<file path="src/rtl/qmm_pkg.sv">
// ----------------------------------------------------------------------------
// Quad motor mixer package
// Widths, constants, mixing tables and shared types of the motor mixer.
// ----------------------------------------------------------------------------
package qmm_pkg;

   localparam int MotorCount = 4;
   localparam int MotorIdxW  = $clog2(MotorCount);
   localparam int ChanW      = 3;
   localparam int PulseW     = 11;
   localparam int CmdW       = 32;
   localparam int CmdCount   = 4;
   localparam int SumW       = CmdW + 2;
   localparam int ProdW      = SumW + 10;
   localparam int MaxW       = 27;
   localparam int DemW       = MaxW + 1;
   localparam int ScaleW     = 10;
   localparam int LevelW     = 10;
   localparam int DivNumW    = 20;
   localparam int DivDenW    = MaxW;
   localparam int DivCntW    = $clog2(DivNumW);
   localparam int RoundShift = 16;
   localparam int CsrIdxW    = 2;

   localparam int DemandFull = 1000;
   localparam int ScaleNumer = 1000 * 1000;
   localparam int RoundHalf  = 32768;
   localparam int PulseLow   = 1000;
   localparam int PulseHigh  = 2000;

   localparam logic [ChanW-1:0] LAST_CHANNEL = ChanW'(MotorCount - 1);

   localparam logic [CsrIdxW-1:0] CSR_MIXER_SELECT = 2'd0;
   localparam logic [CsrIdxW-1:0] CSR_PULSE_MIN    = 2'd1;
   localparam logic [CsrIdxW-1:0] CSR_PULSE_IDLE   = 2'd2;

   localparam logic MIX_PLUS = 1'b0;
   localparam logic MIX_X    = 1'b1;

   typedef logic [1:0] coef_type;

   localparam coef_type COEF_ZERO = 2'b00;
   localparam coef_type COEF_POS  = 2'b01;
   localparam coef_type COEF_NEG  = 2'b11;

   localparam int CmdThrust = 0;
   localparam int CmdRoll   = 1;
   localparam int CmdPitch  = 2;
   localparam int CmdYaw    = 3;

   typedef struct packed {
      logic               start;
      logic [DivNumW-1:0] numer;
      logic [DivDenW-1:0] denom;
   } div_req_type;

   typedef struct packed {
      logic               done;
      logic [DivNumW-1:0] quot;
   } div_rsp_type;

   // Rows are packed with motor 3 on the left and motor 0 on the right.
   function automatic coef_type mix_coef(input logic sel, input logic [1:0] cmd,
                                         input logic [MotorIdxW-1:0] motor);
      logic [4*2-1:0] row;
      row = {COEF_POS, COEF_POS, COEF_POS, COEF_POS};
      if (sel == MIX_X) begin
         case (cmd)
            2'(CmdThrust): row = {COEF_POS, COEF_POS, COEF_POS, COEF_POS};
            2'(CmdRoll):   row = {COEF_POS, COEF_POS, COEF_NEG, COEF_NEG};
            2'(CmdPitch):  row = {COEF_POS, COEF_NEG, COEF_POS, COEF_NEG};
            2'(CmdYaw):    row = {COEF_POS, COEF_NEG, COEF_NEG, COEF_POS};
            default:       row = {COEF_ZERO, COEF_ZERO, COEF_ZERO, COEF_ZERO};
         endcase
      end else begin
         case (cmd)
            2'(CmdThrust): row = {COEF_POS, COEF_POS, COEF_POS, COEF_POS};
            2'(CmdRoll):   row = {COEF_ZERO, COEF_POS, COEF_NEG, COEF_ZERO};
            2'(CmdPitch):  row = {COEF_POS, COEF_ZERO, COEF_ZERO, COEF_NEG};
            2'(CmdYaw):    row = {COEF_NEG, COEF_POS, COEF_POS, COEF_NEG};
            default:       row = {COEF_ZERO, COEF_ZERO, COEF_ZERO, COEF_ZERO};
         endcase
      end
      return row[motor*2 +: 2];
   endfunction

endpackage

</file>
<file path="src/rtl/qmm_req_if.sv">
// ----------------------------------------------------------------------------
// Quad motor mixer request channel
// Carries one control command with its armed bit.
// ----------------------------------------------------------------------------
interface qmm_req_if;
   logic                                    valid;
   logic                                    ready;
   logic signed [qmm_pkg::CmdW-1:0]         thrust_cmd;
   logic signed [qmm_pkg::CmdW-1:0]         roll_cmd;
   logic signed [qmm_pkg::CmdW-1:0]         pitch_cmd;
   logic signed [qmm_pkg::CmdW-1:0]         yaw_cmd;
   logic                                    armed;

   modport source (output valid, thrust_cmd, roll_cmd, pitch_cmd, yaw_cmd, armed,
                   input ready);
   modport sink (input valid, thrust_cmd, roll_cmd, pitch_cmd, yaw_cmd, armed,
                 output ready);
endinterface

</file>
<file path="src/rtl/qmm_rsp_if.sv">
// ----------------------------------------------------------------------------
// Quad motor mixer result channel
// Carries one motor pulse per transfer.
// ----------------------------------------------------------------------------
interface qmm_rsp_if;
   logic                        valid;
   logic                        ready;
   logic [qmm_pkg::ChanW-1:0]   channel;
   logic [qmm_pkg::PulseW-1:0]  pulse_width;
   logic                        last;

   modport source (output valid, channel, pulse_width, last, input ready);
   modport sink (input valid, channel, pulse_width, last, output ready);
endinterface

</file>
<file path="src/rtl/qmm_csr_if.sv">
// ----------------------------------------------------------------------------
// Quad motor mixer register write channel
// Carries a register index and its write data.
// ----------------------------------------------------------------------------
interface qmm_csr_if;
   logic                          valid;
   logic                          ready;
   logic [qmm_pkg::CsrIdxW-1:0]   index;
   logic [qmm_pkg::PulseW-1:0]    data;

   modport source (output valid, index, data, input ready);
   modport sink (input valid, index, data, output ready);
endinterface

</file>
<file path="src/rtl/quad_motor_mixer.sv">
// ----------------------------------------------------------------------------
// Quad motor mixer
// Mixes one thrust, roll, pitch and yaw command into four motor pulses.
// ----------------------------------------------------------------------------
// The request channel takes one Q16.16 command with an armed bit. The block
// answers with four results on the result channel, one per motor in channel
// order, the last one flagged. The register channel is always ready and
// selects the plus or X table and sets the minimum and idle pulse. It must be
// written only while no request is in flight; the block itself does not
// enforce this. When a motor demand exceeds full scale, the shared 20-bit
// restoring divider, one quotient bit per cycle, forms the scale factor
// once and then each positive scaled motor value in turn. The block takes
// no new request until the last result sits in the output register. A
// stalled receiver holds that register and the mixer waits before loading
// the next result. Reset empties the output register, returns to idle and
// restores the register defaults.
// ----------------------------------------------------------------------------
module quad_motor_mixer (
   input  logic         clock,
   input  logic         reset,
   qmm_req_if.sink      req_ch,
   qmm_rsp_if.source    rsp_ch,
   qmm_csr_if.sink      csr_ch
);

   localparam logic [3:0] ST_IDLE      = 4'd0;
   localparam logic [3:0] ST_MIX       = 4'd1;
   localparam logic [3:0] ST_MUL       = 4'd2;
   localparam logic [3:0] ST_RND       = 4'd3;
   localparam logic [3:0] ST_STORE     = 4'd4;
   localparam logic [3:0] ST_SDIV_GO   = 4'd5;
   localparam logic [3:0] ST_SDIV_WAIT = 4'd6;
   localparam logic [3:0] ST_PMUL      = 4'd7;
   localparam logic [3:0] ST_PDIV_GO   = 4'd8;
   localparam logic [3:0] ST_PDIV_WAIT = 4'd9;
   localparam logic [3:0] ST_PULSE     = 4'd10;

   localparam int PulseSumW = qmm_pkg::PulseW + 1;

   logic [3:0] state_ff, state_in;

   logic                              mixer_sel_ff, mixer_sel_in;
   logic [qmm_pkg::PulseW-1:0]        pulse_min_ff, pulse_min_in;
   logic [qmm_pkg::PulseW-1:0]        pulse_idle_ff, pulse_idle_in;

   logic signed [qmm_pkg::CmdW-1:0]   cmd_ff [qmm_pkg::CmdCount];
   logic signed [qmm_pkg::CmdW-1:0]   cmd_in [qmm_pkg::CmdCount];
   logic                              armed_ff, armed_in;
   logic [qmm_pkg::MotorIdxW-1:0]     motor_ff, motor_in;
   logic signed [qmm_pkg::SumW-1:0]   sum_ff, sum_in;
   logic signed [qmm_pkg::ProdW-1:0]  prod_ff, prod_in;
   logic [qmm_pkg::MaxW-1:0]          rmag_ff, rmag_in;
   logic                              rneg_ff, rneg_in;
   logic signed [qmm_pkg::DemW-1:0]   demand_ff [qmm_pkg::MotorCount];
   logic signed [qmm_pkg::DemW-1:0]   demand_in [qmm_pkg::MotorCount];
   logic [qmm_pkg::MaxW-1:0]          max_ff, max_in;
   logic                              scaled_ff, scaled_in;
   logic [qmm_pkg::ScaleW-1:0]        scale_ff, scale_in;
   logic [qmm_pkg::DivNumW-1:0]       sprod_ff, sprod_in;
   logic [qmm_pkg::LevelW-1:0]        level_ff, level_in;

   logic                              rsp_valid_ff, rsp_valid_in;
   logic [qmm_pkg::ChanW-1:0]         rsp_channel_ff, rsp_channel_in;
   logic [qmm_pkg::PulseW-1:0]        rsp_pulse_ff, rsp_pulse_in;
   logic                              rsp_last_ff, rsp_last_in;

   qmm_pkg::div_req_type              div_req;
   qmm_pkg::div_rsp_type              div_rsp;

   logic                              req_accept;
   logic                              out_free;
   logic signed [qmm_pkg::SumW-1:0]   mix_sum;
   logic [qmm_pkg::ProdW-1:0]         mag;
   logic [qmm_pkg::ProdW-1:0]         mag_rnd;
   logic signed [qmm_pkg::DemW-1:0]   demand_new;
   logic signed [qmm_pkg::DemW-1:0]   demand_cur;
   logic                              demand_pos;
   logic [qmm_pkg::MaxW+qmm_pkg::ScaleW-1:0] scaled_prod;
   logic [PulseSumW-1:0]              pulse_sum;
   logic [PulseSumW-1:0]              pulse_run;
   logic [qmm_pkg::PulseW-1:0]        pulse_out;

   assign req_ch.ready = (state_ff == ST_IDLE);
   assign req_accept   = req_ch.valid && req_ch.ready;
   assign csr_ch.ready = 1'b1;
   assign out_free     = !rsp_valid_ff || rsp_ch.ready;

   always_comb begin
      mix_sum = '0;
      for (int k = 0; k < qmm_pkg::CmdCount; k++) begin
         case (qmm_pkg::mix_coef(mixer_sel_ff, 2'(k), motor_ff))
            qmm_pkg::COEF_POS: mix_sum = mix_sum + qmm_pkg::SumW'(cmd_ff[k]);
            qmm_pkg::COEF_NEG: mix_sum = mix_sum - qmm_pkg::SumW'(cmd_ff[k]);
            default:           mix_sum = mix_sum;
         endcase
      end
   end

   assign mag        = prod_ff[qmm_pkg::ProdW-1] ? qmm_pkg::ProdW'(-prod_ff)
                                                 : qmm_pkg::ProdW'(prod_ff);
   assign mag_rnd    = mag + qmm_pkg::ProdW'(qmm_pkg::RoundHalf);
   assign demand_new = rneg_ff ? -$signed({1'b0, rmag_ff}) : $signed({1'b0, rmag_ff});
   assign demand_cur = demand_ff[motor_ff];
   assign demand_pos = !demand_cur[qmm_pkg::DemW-1] && (demand_cur != '0);
   assign scaled_prod = demand_cur[qmm_pkg::MaxW-1:0] * scale_ff;

   always_comb begin
      pulse_sum = PulseSumW'(level_ff) + PulseSumW'(pulse_min_ff);
      pulse_run = pulse_sum;
      if (pulse_sum < PulseSumW'(pulse_idle_ff)) begin
         pulse_run = PulseSumW'(pulse_idle_ff);
      end
      if (!armed_ff) begin
         pulse_out = pulse_min_ff;
      end else if (pulse_run < PulseSumW'(qmm_pkg::PulseLow)) begin
         pulse_out = qmm_pkg::PulseW'(qmm_pkg::PulseLow);
      end else if (pulse_run > PulseSumW'(qmm_pkg::PulseHigh)) begin
         pulse_out = qmm_pkg::PulseW'(qmm_pkg::PulseHigh);
      end else begin
         pulse_out = pulse_run[qmm_pkg::PulseW-1:0];
      end
   end

   always_comb begin
      div_req.start = 1'b0;
      div_req.numer = sprod_ff;
      div_req.denom = qmm_pkg::DivDenW'(qmm_pkg::DemandFull);
      if (state_ff == ST_SDIV_GO) begin
         div_req.start = max_ff > qmm_pkg::MaxW'(qmm_pkg::DemandFull);
         div_req.numer = qmm_pkg::DivNumW'(qmm_pkg::ScaleNumer);
         div_req.denom = max_ff;
      end else if (state_ff == ST_PDIV_GO) begin
         div_req.start = 1'b1;
      end
   end

   qmm_div u_div (
      .clock   (clock),
      .reset   (reset),
      .div_req (div_req),
      .div_rsp (div_rsp)
   );

   always_comb begin
      mixer_sel_in  = mixer_sel_ff;
      pulse_min_in  = pulse_min_ff;
      pulse_idle_in = pulse_idle_ff;
      if (csr_ch.valid && csr_ch.ready) begin
         case (csr_ch.index)
            qmm_pkg::CSR_MIXER_SELECT: mixer_sel_in  = csr_ch.data[0];
            qmm_pkg::CSR_PULSE_MIN:    pulse_min_in  = csr_ch.data;
            qmm_pkg::CSR_PULSE_IDLE:   pulse_idle_in = csr_ch.data;
            default:                   mixer_sel_in  = mixer_sel_ff;
         endcase
      end
   end

   always_comb begin
      state_in       = state_ff;
      cmd_in         = cmd_ff;
      armed_in       = armed_ff;
      motor_in       = motor_ff;
      sum_in         = sum_ff;
      prod_in        = prod_ff;
      rmag_in        = rmag_ff;
      rneg_in        = rneg_ff;
      demand_in      = demand_ff;
      max_in         = max_ff;
      scaled_in      = scaled_ff;
      scale_in       = scale_ff;
      sprod_in       = sprod_ff;
      level_in       = level_ff;
      rsp_valid_in   = rsp_valid_ff && !rsp_ch.ready;
      rsp_channel_in = rsp_channel_ff;
      rsp_pulse_in   = rsp_pulse_ff;
      rsp_last_in    = rsp_last_ff;
      case (state_ff)
         ST_IDLE: begin
            if (req_accept) begin
               cmd_in[qmm_pkg::CmdThrust] = req_ch.thrust_cmd;
               cmd_in[qmm_pkg::CmdRoll]   = req_ch.roll_cmd;
               cmd_in[qmm_pkg::CmdPitch]  = req_ch.pitch_cmd;
               cmd_in[qmm_pkg::CmdYaw]    = req_ch.yaw_cmd;
               armed_in = req_ch.armed;
               motor_in = '0;
               max_in   = qmm_pkg::MaxW'(qmm_pkg::DemandFull);
               state_in = ST_MIX;
            end
         end
         ST_MIX: begin
            sum_in   = mix_sum;
            state_in = ST_MUL;
         end
         ST_MUL: begin
            prod_in  = sum_ff * $signed(qmm_pkg::ProdW'(qmm_pkg::DemandFull));
            state_in = ST_RND;
         end
         ST_RND: begin
            rmag_in  = mag_rnd[qmm_pkg::RoundShift +: qmm_pkg::MaxW];
            rneg_in  = prod_ff[qmm_pkg::ProdW-1];
            state_in = ST_STORE;
         end
         ST_STORE: begin
            demand_in[motor_ff] = demand_new;
            if (!rneg_ff && (rmag_ff > max_ff)) begin
               max_in = rmag_ff;
            end
            motor_in = motor_ff + 1'b1;
            if (motor_ff == qmm_pkg::MotorIdxW'(qmm_pkg::MotorCount - 1)) begin
               state_in = ST_SDIV_GO;
            end else begin
               state_in = ST_MIX;
            end
         end
         ST_SDIV_GO: begin
            if (max_ff > qmm_pkg::MaxW'(qmm_pkg::DemandFull)) begin
               state_in = ST_SDIV_WAIT;
            end else begin
               scaled_in = 1'b0;
               state_in  = ST_PMUL;
            end
         end
         ST_SDIV_WAIT: begin
            if (div_rsp.done) begin
               scale_in  = div_rsp.quot[qmm_pkg::ScaleW-1:0];
               scaled_in = 1'b1;
               state_in  = ST_PMUL;
            end
         end
         ST_PMUL: begin
            if (!scaled_ff) begin
               level_in = demand_cur[qmm_pkg::DemW-1] ? '0
                                                      : demand_cur[qmm_pkg::LevelW-1:0];
               state_in = ST_PULSE;
            end else if (!demand_pos) begin
               level_in = '0;
               state_in = ST_PULSE;
            end else begin
               sprod_in = scaled_prod[qmm_pkg::DivNumW-1:0];
               state_in = ST_PDIV_GO;
            end
         end
         ST_PDIV_GO: begin
            state_in = ST_PDIV_WAIT;
         end
         ST_PDIV_WAIT: begin
            if (div_rsp.done) begin
               level_in = div_rsp.quot[qmm_pkg::LevelW-1:0];
               state_in = ST_PULSE;
            end
         end
         ST_PULSE: begin
            if (out_free) begin
               rsp_valid_in   = 1'b1;
               rsp_channel_in = qmm_pkg::ChanW'(motor_ff);
               rsp_pulse_in   = pulse_out;
               rsp_last_in    = (motor_ff == qmm_pkg::MotorIdxW'(qmm_pkg::MotorCount - 1));
               motor_in       = motor_ff + 1'b1;
               state_in       = rsp_last_in ? ST_IDLE : ST_PMUL;
            end
         end
         default: begin
            state_in = ST_IDLE;
         end
      endcase
   end

   always_ff @(posedge clock) begin
      if (reset) begin
         state_ff      <= ST_IDLE;
         rsp_valid_ff  <= 1'b0;
         mixer_sel_ff  <= qmm_pkg::MIX_PLUS;
         pulse_min_ff  <= qmm_pkg::PulseW'(qmm_pkg::PulseLow);
         pulse_idle_ff <= qmm_pkg::PulseW'(qmm_pkg::PulseLow);
      end else begin
         state_ff      <= state_in;
         rsp_valid_ff  <= rsp_valid_in;
         mixer_sel_ff  <= mixer_sel_in;
         pulse_min_ff  <= pulse_min_in;
         pulse_idle_ff <= pulse_idle_in;
      end
   end

   always_ff @(posedge clock) begin
      cmd_ff         <= cmd_in;
      armed_ff       <= armed_in;
      motor_ff       <= motor_in;
      sum_ff         <= sum_in;
      prod_ff        <= prod_in;
      rmag_ff        <= rmag_in;
      rneg_ff        <= rneg_in;
      demand_ff      <= demand_in;
      max_ff         <= max_in;
      scaled_ff      <= scaled_in;
      scale_ff       <= scale_in;
      sprod_ff       <= sprod_in;
      level_ff       <= level_in;
      rsp_channel_ff <= rsp_channel_in;
      rsp_pulse_ff   <= rsp_pulse_in;
      rsp_last_ff    <= rsp_last_in;
   end

   assign rsp_ch.valid       = rsp_valid_ff;
   assign rsp_ch.channel     = rsp_channel_ff;
   assign rsp_ch.pulse_width = rsp_pulse_ff;
   assign rsp_ch.last        = rsp_last_ff;

endmodule

</file>
<file path="src/rtl/qmm_div.sv">
// ----------------------------------------------------------------------------
// Quad motor mixer divider
// Restoring unsigned divider, one quotient bit per cycle.
// ----------------------------------------------------------------------------
module qmm_div (
   input  logic                  clock,
   input  logic                  reset,
   input  qmm_pkg::div_req_type  div_req,
   output qmm_pkg::div_rsp_type  div_rsp
);

   logic                          busy_ff, busy_in;
   logic                          done_ff, done_in;
   logic [qmm_pkg::DivCntW-1:0]   cnt_ff, cnt_in;
   logic [qmm_pkg::DivDenW-1:0]   rem_ff, rem_in;
   logic [qmm_pkg::DivNumW-1:0]   num_ff, num_in;
   logic [qmm_pkg::DivDenW-1:0]   den_ff, den_in;
   logic [qmm_pkg::DivNumW-1:0]   quo_ff, quo_in;
   logic [qmm_pkg::DivDenW:0]     trial;
   logic [qmm_pkg::DivDenW:0]     diff;
   logic                          fits;

   assign trial = {rem_ff, num_ff[qmm_pkg::DivNumW-1]};
   assign diff  = trial - {1'b0, den_ff};
   assign fits  = trial >= {1'b0, den_ff};

   always_comb begin
      busy_in = busy_ff;
      done_in = 1'b0;
      cnt_in  = cnt_ff;
      rem_in  = rem_ff;
      num_in  = num_ff;
      den_in  = den_ff;
      quo_in  = quo_ff;
      if (div_req.start) begin
         busy_in = 1'b1;
         cnt_in  = '0;
         rem_in  = '0;
         num_in  = div_req.numer;
         den_in  = div_req.denom;
         quo_in  = '0;
      end else if (busy_ff) begin
         rem_in = fits ? diff[qmm_pkg::DivDenW-1:0] : trial[qmm_pkg::DivDenW-1:0];
         num_in = {num_ff[qmm_pkg::DivNumW-2:0], 1'b0};
         quo_in = {quo_ff[qmm_pkg::DivNumW-2:0], fits};
         cnt_in = cnt_ff + 1'b1;
         if (cnt_ff == qmm_pkg::DivCntW'(qmm_pkg::DivNumW - 1)) begin
            busy_in = 1'b0;
            done_in = 1'b1;
         end
      end
   end

   always_ff @(posedge clock) begin
      if (reset) begin
         busy_ff <= 1'b0;
         done_ff <= 1'b0;
      end else begin
         busy_ff <= busy_in;
         done_ff <= done_in;
      end
   end

   always_ff @(posedge clock) begin
      cnt_ff <= cnt_in;
      rem_ff <= rem_in;
      num_ff <= num_in;
      den_ff <= den_in;
      quo_ff <= quo_in;
   end

   assign div_rsp.done = done_ff;
   assign div_rsp.quot = quo_ff;

endmodule

</file>
<file path="src/flat_wrapper.sv">
// flat-port wrapper written by rule: the top's interface ports become plain ports
module quad_motor_mixer_flat 
  (clock, reset, req_ch_valid, req_ch_thrust_cmd, req_ch_roll_cmd, req_ch_pitch_cmd, req_ch_yaw_cmd, req_ch_armed, req_ch_ready, rsp_ch_valid, rsp_ch_channel, rsp_ch_pulse_width, rsp_ch_last, rsp_ch_ready, csr_ch_valid, csr_ch_index, csr_ch_data, csr_ch_ready);
  qmm_req_if req_ch_i ();
  qmm_rsp_if rsp_ch_i ();
  qmm_csr_if csr_ch_i ();
  input  logic clock;
  input  logic reset;
  input wire logic [$bits(req_ch_i.valid)-1:0] req_ch_valid;
  input wire logic [$bits(req_ch_i.thrust_cmd)-1:0] req_ch_thrust_cmd;
  input wire logic [$bits(req_ch_i.roll_cmd)-1:0] req_ch_roll_cmd;
  input wire logic [$bits(req_ch_i.pitch_cmd)-1:0] req_ch_pitch_cmd;
  input wire logic [$bits(req_ch_i.yaw_cmd)-1:0] req_ch_yaw_cmd;
  input wire logic [$bits(req_ch_i.armed)-1:0] req_ch_armed;
  output wire logic [$bits(req_ch_i.ready)-1:0] req_ch_ready;
  output wire logic [$bits(rsp_ch_i.valid)-1:0] rsp_ch_valid;
  output wire logic [$bits(rsp_ch_i.channel)-1:0] rsp_ch_channel;
  output wire logic [$bits(rsp_ch_i.pulse_width)-1:0] rsp_ch_pulse_width;
  output wire logic [$bits(rsp_ch_i.last)-1:0] rsp_ch_last;
  input wire logic [$bits(rsp_ch_i.ready)-1:0] rsp_ch_ready;
  input wire logic [$bits(csr_ch_i.valid)-1:0] csr_ch_valid;
  input wire logic [$bits(csr_ch_i.index)-1:0] csr_ch_index;
  input wire logic [$bits(csr_ch_i.data)-1:0] csr_ch_data;
  output wire logic [$bits(csr_ch_i.ready)-1:0] csr_ch_ready;
  assign req_ch_i.valid = req_ch_valid;
  assign req_ch_i.thrust_cmd = req_ch_thrust_cmd;
  assign req_ch_i.roll_cmd = req_ch_roll_cmd;
  assign req_ch_i.pitch_cmd = req_ch_pitch_cmd;
  assign req_ch_i.yaw_cmd = req_ch_yaw_cmd;
  assign req_ch_i.armed = req_ch_armed;
  assign req_ch_ready = req_ch_i.ready;
  assign rsp_ch_valid = rsp_ch_i.valid;
  assign rsp_ch_channel = rsp_ch_i.channel;
  assign rsp_ch_pulse_width = rsp_ch_i.pulse_width;
  assign rsp_ch_last = rsp_ch_i.last;
  assign rsp_ch_i.ready = rsp_ch_ready;
  assign csr_ch_i.valid = csr_ch_valid;
  assign csr_ch_i.index = csr_ch_index;
  assign csr_ch_i.data = csr_ch_data;
  assign csr_ch_ready = csr_ch_i.ready;
  quad_motor_mixer u_core (.clock(clock), .reset(reset), .req_ch(req_ch_i), .rsp_ch(rsp_ch_i), .csr_ch(csr_ch_i));
endmodule
</file>
<file path="config.mk">
export PLATFORM = sky130hd
export DESIGN_NAME = quad_motor_mixer_flat
export DESIGN_NICKNAME = d
export VERILOG_FILES = /design/src/rtl/qmm_pkg.sv /design/src/rtl/qmm_req_if.sv /design/src/rtl/qmm_rsp_if.sv /design/src/rtl/qmm_csr_if.sv /design/src/rtl/quad_motor_mixer.sv /design/src/rtl/qmm_div.sv /design/src/flat_wrapper.sv
export SDC_FILE = /design/constraint.sdc
export NUM_CORES = 2
export LEC_CHECK = 0
export ABC_AREA = 1
export BUFFER_PORTS_ARGS = -buffer_cell sky130_fd_sc_hd__buf_2
export CELL_PAD_IN_SITES_DETAIL_PLACEMENT = 0
export CELL_PAD_IN_SITES_GLOBAL_PLACEMENT = 1
export CORE_MARGIN = 2
export CORE_UTILIZATION = 36
export DETAILED_ROUTE_END_ITERATION = 6
export PLACE_DENSITY_LB_ADDON = 0.1
export SKIP_LAST_GASP = 1
export SLEW_MARGIN = 10
export SYNTH_ARGS = -nofsm -noshare
export SYNTH_HDL_FRONTEND = slang
export SYNTH_SLANG_ARGS = --single-unit
</file>
<file path="constraint.sdc">
create_clock -name clock -period 7.85 [get_ports clock]
set_clock_uncertainty 0.05 [all_clocks]
set_input_delay 0.785 -clock clock [delete_from_list [all_inputs] [get_ports clock]]
set_output_delay 0.785 -clock clock [all_outputs]
set_load 0.01 [all_outputs]
</file>
==> impl_metrics.tcl <==
set metrics [dict create \
    track_usage_pct 21.0 \
    dr.pass1.iters 5 \
    post-dp-hpwl_microns 101000 \
    worstMarginPinSlew_ns 1.11 \
    critPathKind "flop to flop" \
    cts_max_level 3 \
    areaGrowthSynthToFinish_pct 12.2 \
    crit_required_ns 8.22 \
    num_vias 33103 \
    ys_warn_count 0 \
    reg2reg_from "u_core.motor_ff[0]" \
    r2r_slack_ns 0.63 \
    synth_nets 5569 \
    period_share_pct 92.0 \
    die_w_microns 348 \
    drc 0 \
    cts_made_buffers 66 \
    rsz0062_at_grt "true" \
    status "completed" \
    postSynthCellCount 4851 \
    antenna_found_initial 3 \
    grt_max_degree 91 \
    gr-usage-met1_pct 26.8 \
    ctsHoldBuffers 0 \
    core_area_sq_um 118000 \
    ant_nets 0 \
    finalHoldViolCount 0 \
    ys.flop_type "edfxtp_1" \
    worst_ep_arrival_time_ns 7.59 \
    worstSkewPairLatency_ns 0.68 \
    avgSynthCellArea_sq_um 8.78 \
    slew_headroom_pct 26.2 \
    grt_pass1_vias 33507 \
    root_buffer "clkbuf_16" \
    final_max_slew_viol_count 0 \
    crit_top_cell "nand2_1" \
    ios 165 \
    ys_ff_latch 547 \
    cts_tree "done" \
    synthTopCellsByCount "992 x nand2_1, 636 x inv_1, 505 x nor2_1" \
    fp.dieH_microns 348 \
    r2r-end "u_core.sum_ff[27]" \
    grtUsageMet2_pct 37.1 \
    via_per_inst 4.98 \
    nets 5770 \
    crit_path_top_delay_cell "ha_1" \
    path_max_fanout 18 \
    wirelength_microns 126000 \
    synth_top_area_share_pct 33.5 \
    critPathMaxStageDelay_ns 0.38 \
    setup_viol 0 \
    io_buffers 162 \
    hold_class "input port to flop" \
    cp-end-kind "flop" \
    synth_edf_count 475 \
    finalSetupTns_ns 0 \
    placed_area_sq_um 45400 \
    async_reset_ff_share_pct 0 \
    fmax_ghz 0.138 \
    yosys-top-cells-area "edfxtp_1 33%, fa_1 11%, ha_1 9.8%, nand2_1 8.7%, inv_1 5.6%" \
    clk_pin_slew_ns 0.06 \
    num_antenna_cells 0 \
    holdWs_ns 0.237 \
    start_util_pct 36.2 \
    synthesis.area_sq_um 42600 \
    cp-startpoint "u_core.motor_ff[0]" \
    synth.yosys.seq_area_share_pct 36.9 \
    cts.sinks 547 \
    wl_per_cell_microns 18.9 \
    top_usage_layer "met2" \
    drive_above_1_share_pct 8.66 \
    r2r_cells 41 \
    finalInstanceArea_sq_um 47800 \
    grt_remaining_overflow 0 \
    clk_path_buf_depth 3 \
    fp.dieArea_sq_um 121000 \
    post-route-min-period_ns 7.22 \
    met3_usage_pct 2.58 \
    yosysMostFrequentCell "nand2_1" \
    synth.distinct_cells 64 \
    rows 126 \
    critPathLaunchType "flop" \
    drt_iter0_markers 2127 \
    endpoint "u_core.sum_ff[27]" \
    yosys.area.top_type "edfxtp_1" \
    drv_cap 0 \
    grt_pass1_wl_microns 196000 \
    routabilityCongestion 0.893 \
]
-- per-layer routing --
metal | routed length, microns | part of all wire (%) | vias up
met5 | 13 | 0.010 | -
met2 | 61900 | 49 | 578
met3 | 4140 | 3.3 | 145
met1 | 56200 | 45 | 15785
met4 | 3440 | 2.7 | 2
li1 | - | - | 16593
-- flip-flops by register name (all words and copies together) (netlist names), 20 cells and up --
signal / flops
u_core.cmd_ff: 128
u_core.demand_ff: 112
u_core.prod_ff: 41
u_core.sum_ff: 34
u_core.max_ff: 27
u_core.rmag_ff: 27
u_core.u_div.den_ff: 27
u_core.u_div.rem_ff: 27
u_core.sprod_ff: 20
u_core.u_div.num_ff: 20
-- worst min-delay path by stage --
stage,from,end,depth (start not counted)
after detailed placement,u_core.u_div.quo_ff[1],u_core.scale_ff[1],0
after CTS,req_ch_thrust_cmd[26],u_core.cmd_ff[122],1
after global placement,u_core.u_div.quo_ff[1],u_core.scale_ff[1],0
after global routing,req_ch_thrust_cmd[26],u_core.cmd_ff[122],1
final,req_ch_thrust_cmd[26],u_core.cmd_ff[122],1
after floorplan,u_core.u_div.quo_ff[1],u_core.scale_ff[1],0
-- final cells by class --
cell class | instances | area (sq um)
tap | 1536 | 1920
fill | 11971 | 70000
clock buffer | 83 | 1780
multi-input combinational | 3564 | 24200
inverter | 655 | 2460
timing repair buffer | 218 | 1260
sequential | 547 | 15700
clock inverter | 39 | 453
-- kinds of logic (layout without fill, tap and decap cells) --
family | Yosys count | count (layout) | share of synthesized area [%]
AOI/OAI and AO/OA | 707 | 707 | 9.61
xor gates and xnor gates | 308 | 308 | 6.37
adders and majority gates | 571 | 571 | 21.0
buffers and inverters | 740 | 995 | 6.63
DFF | 547 | 547 | 36.9
other | 2 | 2 | 0.0176
and+or+nand+nor | 1976 | 1976 | 19.5
-- cells in the final DEF (no fill, tap or decap), drive strengths merged, types with 212 or more instances in the layout --
master,n
fa,237
inv,655
a21oi,286
buf,218
nor2,515
nand2,997
xor2,216
edfxtp,475
ha,334
nand3,212
-- metrics by stage --
step                      setup slack, ns  instances  utilization [%]
after detailed placement            0.203       6518             38.6
after floorplan                     0.827       4851                -
after global routing              -0.0954       6642             40.6
after global placement              0.213       6518             38.6
final                               0.629       6642             40.6
after CTS                           0.200       6640             40.5
-- critical path, delay by kind of cell, from the launching register on --
family,cells,cell delay (ns)
buffers and inverters,5,0.73
AOI/OAI and AO/OA,11,1.99
DFF,1,0.35
xor gates and xnor gates,3,0.46
and+or+nand+nor,18,2.11
adders and majority gates,4,1.28
-- repair_timing --
| action | 4_1_cts | 5_1_grt |
|---|---|---|
| gates resized for setup | 0 | 25 |
| endpoints found under the setup margin | 0 | 13 |
| buffers inserted | 0 | 1 |
Power is left out: the tool's default activity adds up to more than one toggle a clock period on the data nets, which glitch-free logic cannot reach.
